--- config.mk ---
export PLATFORM = sky130hd
export DESIGN_NAME = tte_ram
export DESIGN_NICKNAME = d
export VERILOG_FILES = /design/src/design/tte_ram.sv
export SDC_FILE = /design/constraint.sdc
export NUM_CORES = 1
export LEC_CHECK = 0
export BUFFER_PORTS_ARGS = -buffer_cell sky130_fd_sc_hd__buf_2
export CELL_PAD_IN_SITES_DETAIL_PLACEMENT = 1
export CELL_PAD_IN_SITES_GLOBAL_PLACEMENT = 2
export CORE_ASPECT_RATIO = 1.5
export CORE_MARGIN = 4
export CORE_UTILIZATION = 30
export DETAILED_ROUTE_END_ITERATION = 7
export PLACE_DENSITY = 0.5
export SYNTH_ARGS = -nofsm -noshare
export SYNTH_HDL_FRONTEND = slang
export SYNTH_SLANG_ARGS = --single-unit
--- constraint.sdc ---
create_clock -name clk -period 2.6 [get_ports clk]
set_input_delay 0.52 -clock clk [delete_from_list [all_inputs] [get_ports clk]]
set_output_delay 0.52 -clock clk [all_outputs]
set_load 0.02 [all_outputs]
--- src/design/tte_ram.sv ---
module tte_ram #(
  parameter int DEPTH = 16,
  parameter int WIDTH = 8,
  parameter int AW    = (DEPTH > 1) ? $clog2(DEPTH) : 1
) (
  input  logic             clk,
  input  logic             we,
  input  logic [AW-1:0]    waddr,
  input  logic [WIDTH-1:0] wdata,
  input  logic [AW-1:0]    raddr,
  output logic [WIDTH-1:0] rdata
);

  logic [WIDTH-1:0] mem [DEPTH];

  // write port
  always_ff @(posedge clk) begin
    if (we) begin
      mem[waddr] <= wdata;
    end
  end

  // registered read port
  always_ff @(posedge clk) begin
    rdata <= mem[raddr];
  end

endmodule
==> Word level (Yosys, flattened, before mapping) <==
Memories as Yosys holds them, arrays and structs flattened. A register that Yosys moved wholly into a read port is not among the register bits.
Cells that the tools add are included.
{ "classes": {"n_mux": 2} }
{ "op_table": {"columns": ["op", "n"], "rows": [
  ["$mux W1", 2]
]} }
{ "word_totals": {"out_inout_bits": 8, "memories": 1, "elab_cells": 3, "in_bits": 18, "reg_bits": 0, "ramBits": 128} }
{ "memory_table": {"columns": ["name", "depth", "width", "rd", "rd_clocked_by_memory_dff", "wr", "line", "text"], "rows": [
  ["mem", 16, 8, 1, 1, 1, "14", "logic [WIDTH-1:0] mem [DEPTH];"]
]} }

==> Longest topological paths before layout <==
{ "logic_depth": {"word_depth": 2, "mapped_depth": 5, "ltp_nobuf": 3} }

==> Worst setup path before layout <==
OpenSTA, ideal clock, no wires.
{ "synth_path": {"kind": "input-to-reg", "startpoint": "in waddr[2]", "endpoint": "mem mem[0][0], enable pin", "t_arrival_ns": 1.630, "path_stages": 2, "setup_slack_ns": 0.587, "path_buffers": 0, "required_ns": 2.217, "setup_time_ns": 0.383, "cell_sequence": "or3b_2 > nor3_1"} }
{ "synth_rtl": {"columns": ["item", "line", "text"], "rows": [
  ["start: declaration", "8", "input logic [AW-1:0] waddr,"],
  ["end: declaration", "14", null]
]} }
Straight into the memory's write port.

==> out/metrics.yaml <==
routing:
  first_pass_iters: 4
  first_iter_violations: 113
  vias_per_cell: 4.82
  via_count: 2442
  drc: 0
  wire_per_inst_um: 23.0
  ant_nets: 0
  totalWireLength_um: 11700
clocking:
  postCtsSetupBuffers: 0
  path_clk_slew_ns: 0.06
  clk_root_buffer_cell: "clkbuf_16"
  htree_num_levels: 4
  numCtsBuffers: 17
  tritoncts: "done"
  cts_sinks: 136
  hold_buffers: 0
  clk_latency_ns: 0.41
  cts_buffer_depth: 2
  cts_resized: 0
grt:
  overflow: 0
  grt_pass1_vias: 2724
  grt_max_degree: 33
  use_met3_pct: 3.02
  grt_antenna_before_repair: 0
  use_met1_pct: 15.5
  use_met2_pct: 21.9
  grt_use_total_pct: 12.8
  grt_busiest_layer: "met2"
  grt_pass1_wl_um: 17500
layout:
  fin_nets: 303
  syn2layout_area_growth_pct: 21.4
  layout_common_cells: "edfxtp_1, buf_2, buf_4, mux4_2, clkbuf_16"
  drive_gt1_share_pct: 31.6
  final_common_cell: "edfxtp_1"
  stdcell_area_sq_mm: 0.00625
  antennaDiodeCount: 0
sta:
  fmax_ghz: 0.626
  period_share_pct: 61.5
  worstMarginPinSlew_ns: 0.844
  setup_viol: 0
  slew_viol_final: 0
  min_period_ns: 1.60
  finalHoldViolCount: 0
  fin_tns_setup_ns: 0
  grt_setup_unrepaired: "no"
  finClkSkew_ns: 0.00922
  relSlewSlack_pct: 43.5
place:
  port_buffers: 25
  dp_hpwl_um: 7730
  dpl_cell_area_sq_mm: 0.00564
  finalWeightedCongestion: 0.698
logic_synthesis:
  yosysWarnings: 0
  synth_cells: 229
  syn_area_per_cell_sq_um: 22.5
  yosysSeqAreaShare_pct: 77.8
  synth_fp_nets: 247
  syn_area_sq_mm: 0.00515
  yosysUniqueCellTypes: 19
  ys_ff_latch: 136
power:
  p_clk_share_pct: 47.6
  netSwitchingPower_uw: 1040
  pwr-share-seq_pct: 47.6
  sw_frac_of_total_pct: 20.1
  vdd_drop_max_uv: 334
  power_density_mw_per_mm2: 830
  combPwrFrac_pct: 4.8
  p_int_uw: 4140
  p_leak_uw: 0.00212
floorplan:
  die-area_sq_mm: 0.0194
  core_area_sq_mm: 0.0168
  rows: 58
  ios: 26
  dieWidth_um: 115
  die_h_um: 168
  initial_core_util_pct: 30.6
worst_setup_path:
  crit_arrival_ns: 1.87
  crit_fanout: 32
  timing.rr.start: "mem[3][7]"
  worstSetupEndpointType: "flop"
  path_class: "input port to flop"
  worstPathRequired_ns: 2.87
  startpoint: "raddr[0]"
  crit_path_start_kind: "input port"
hold_path:
  min_from: "wdata[4]"
  hold_path.class: "input port to flop"
outcome:
  status: "completed"
run:
  maxCapViolations: 0
-- through the flow --
stage          utilization, %  setup WS (ns)  total power, uW  std cells  hold WS [ns]
2_1_floorplan               -          0.587             2650        229         0.619
3_3_place_gp             33.5          0.526             2770        476         0.649
3_5_place_dp             33.5          0.543             2780        476         0.662
4_1_cts                  37.1          0.974             5250        507         0.491
5_1_grt                  37.1          0.919             5360        507         0.498
6_report                 37.1           1.00             5190        507         0.493
-- sequential cells by signal, indices dropped and copies added (netlist names) --
register / flops
mem: 128
rdata: 8
-- cells by family (layout without fill, tap and decap cells) --
logic type / count (synthesis) / in the layout / synth area share (%)
and+or+nand+nor: 35 / 35 / 3.18
muxes: 32 / 32 / 15.0
buffers and inverters: 10 / 78 / 1.68
DFF: 136 / 136 / 77.8
AOI/OAI and AO/OA: 16 / 16 / 2.33
-- synthesized netlist by cell type --
| cell type | number | share of area (%) |
|---|---|---|
| nand2b_1 | 2 | 0.24 |
| edfxtp_1 | 128 | 75 |
| nand2_1 | 9 | 0.66 |
| buf_6 | 3 | 0.66 |
| mux4_2 | 18 | 7.9 |
| buf_4 | 1 | 0.15 |
| nand3_1 | 1 | 0.097 |
| buf_2 | 3 | 0.29 |
| and2_1 | 1 | 0.12 |
| nor2_1 | 13 | 0.95 |
| mux4_1 | 14 | 7.1 |
| dfxtp_1 | 8 | 3.1 |
| nor2b_1 | 1 | 0.12 |
| clkdlybuf4s25_2 | 3 | 0.58 |
| or3b_2 | 1 | 0.17 |
| and2b_1 | 1 | 0.15 |
| nor3_1 | 4 | 0.39 |
| nand3b_1 | 2 | 0.29 |
| a22oi_1 | 16 | 2.3 |
-- power by group through the flow --
stage	combinational, uW	clock (uW)	sequential (uW)
after detailed placement	261	0	2520
after floorplan	124	0	2530
after global placement	256	0	2510
after CTS	261	2520	2470
after global routing	274	2620	2470
final	250	2470	2470
-- metal layers --
layer	part of all wire, %	routed length (um)
met1	42	4930
met2	54	6240
met3	2.7	313
met4	1.5	176
met5	0	0
-- worst paths after layout --
path / to / slack [ns] / cells after the start
max reg2reg: rdata[7] / 1.18 / 3
min: mem[6][4] / 0.49 / 1
max: rdata[7] / 1.00 / 5
min reg2reg: rdata[2] / 0.68 / 3
-- worst max-delay path, cell delays in order --
cell	delay [ns]
buf_2	0.10
buf_12	0.24
mux4_2	0.54
a22oi_1	0.31
nand2_1	0.13
-- area by class of cell --
class / count / area [sq um]
Tap cell: 210 / 263
Clock buffer: 18 / 429
Timing Repair Buffer: 47 / 315
Fill cell: 1660 / 10600
Clock inverter: 13 / 180
Multi-Input combinational cell: 83 / 1060
Sequential cell: 136 / 4000
Note: power is estimated with default switching activity, not from simulation.
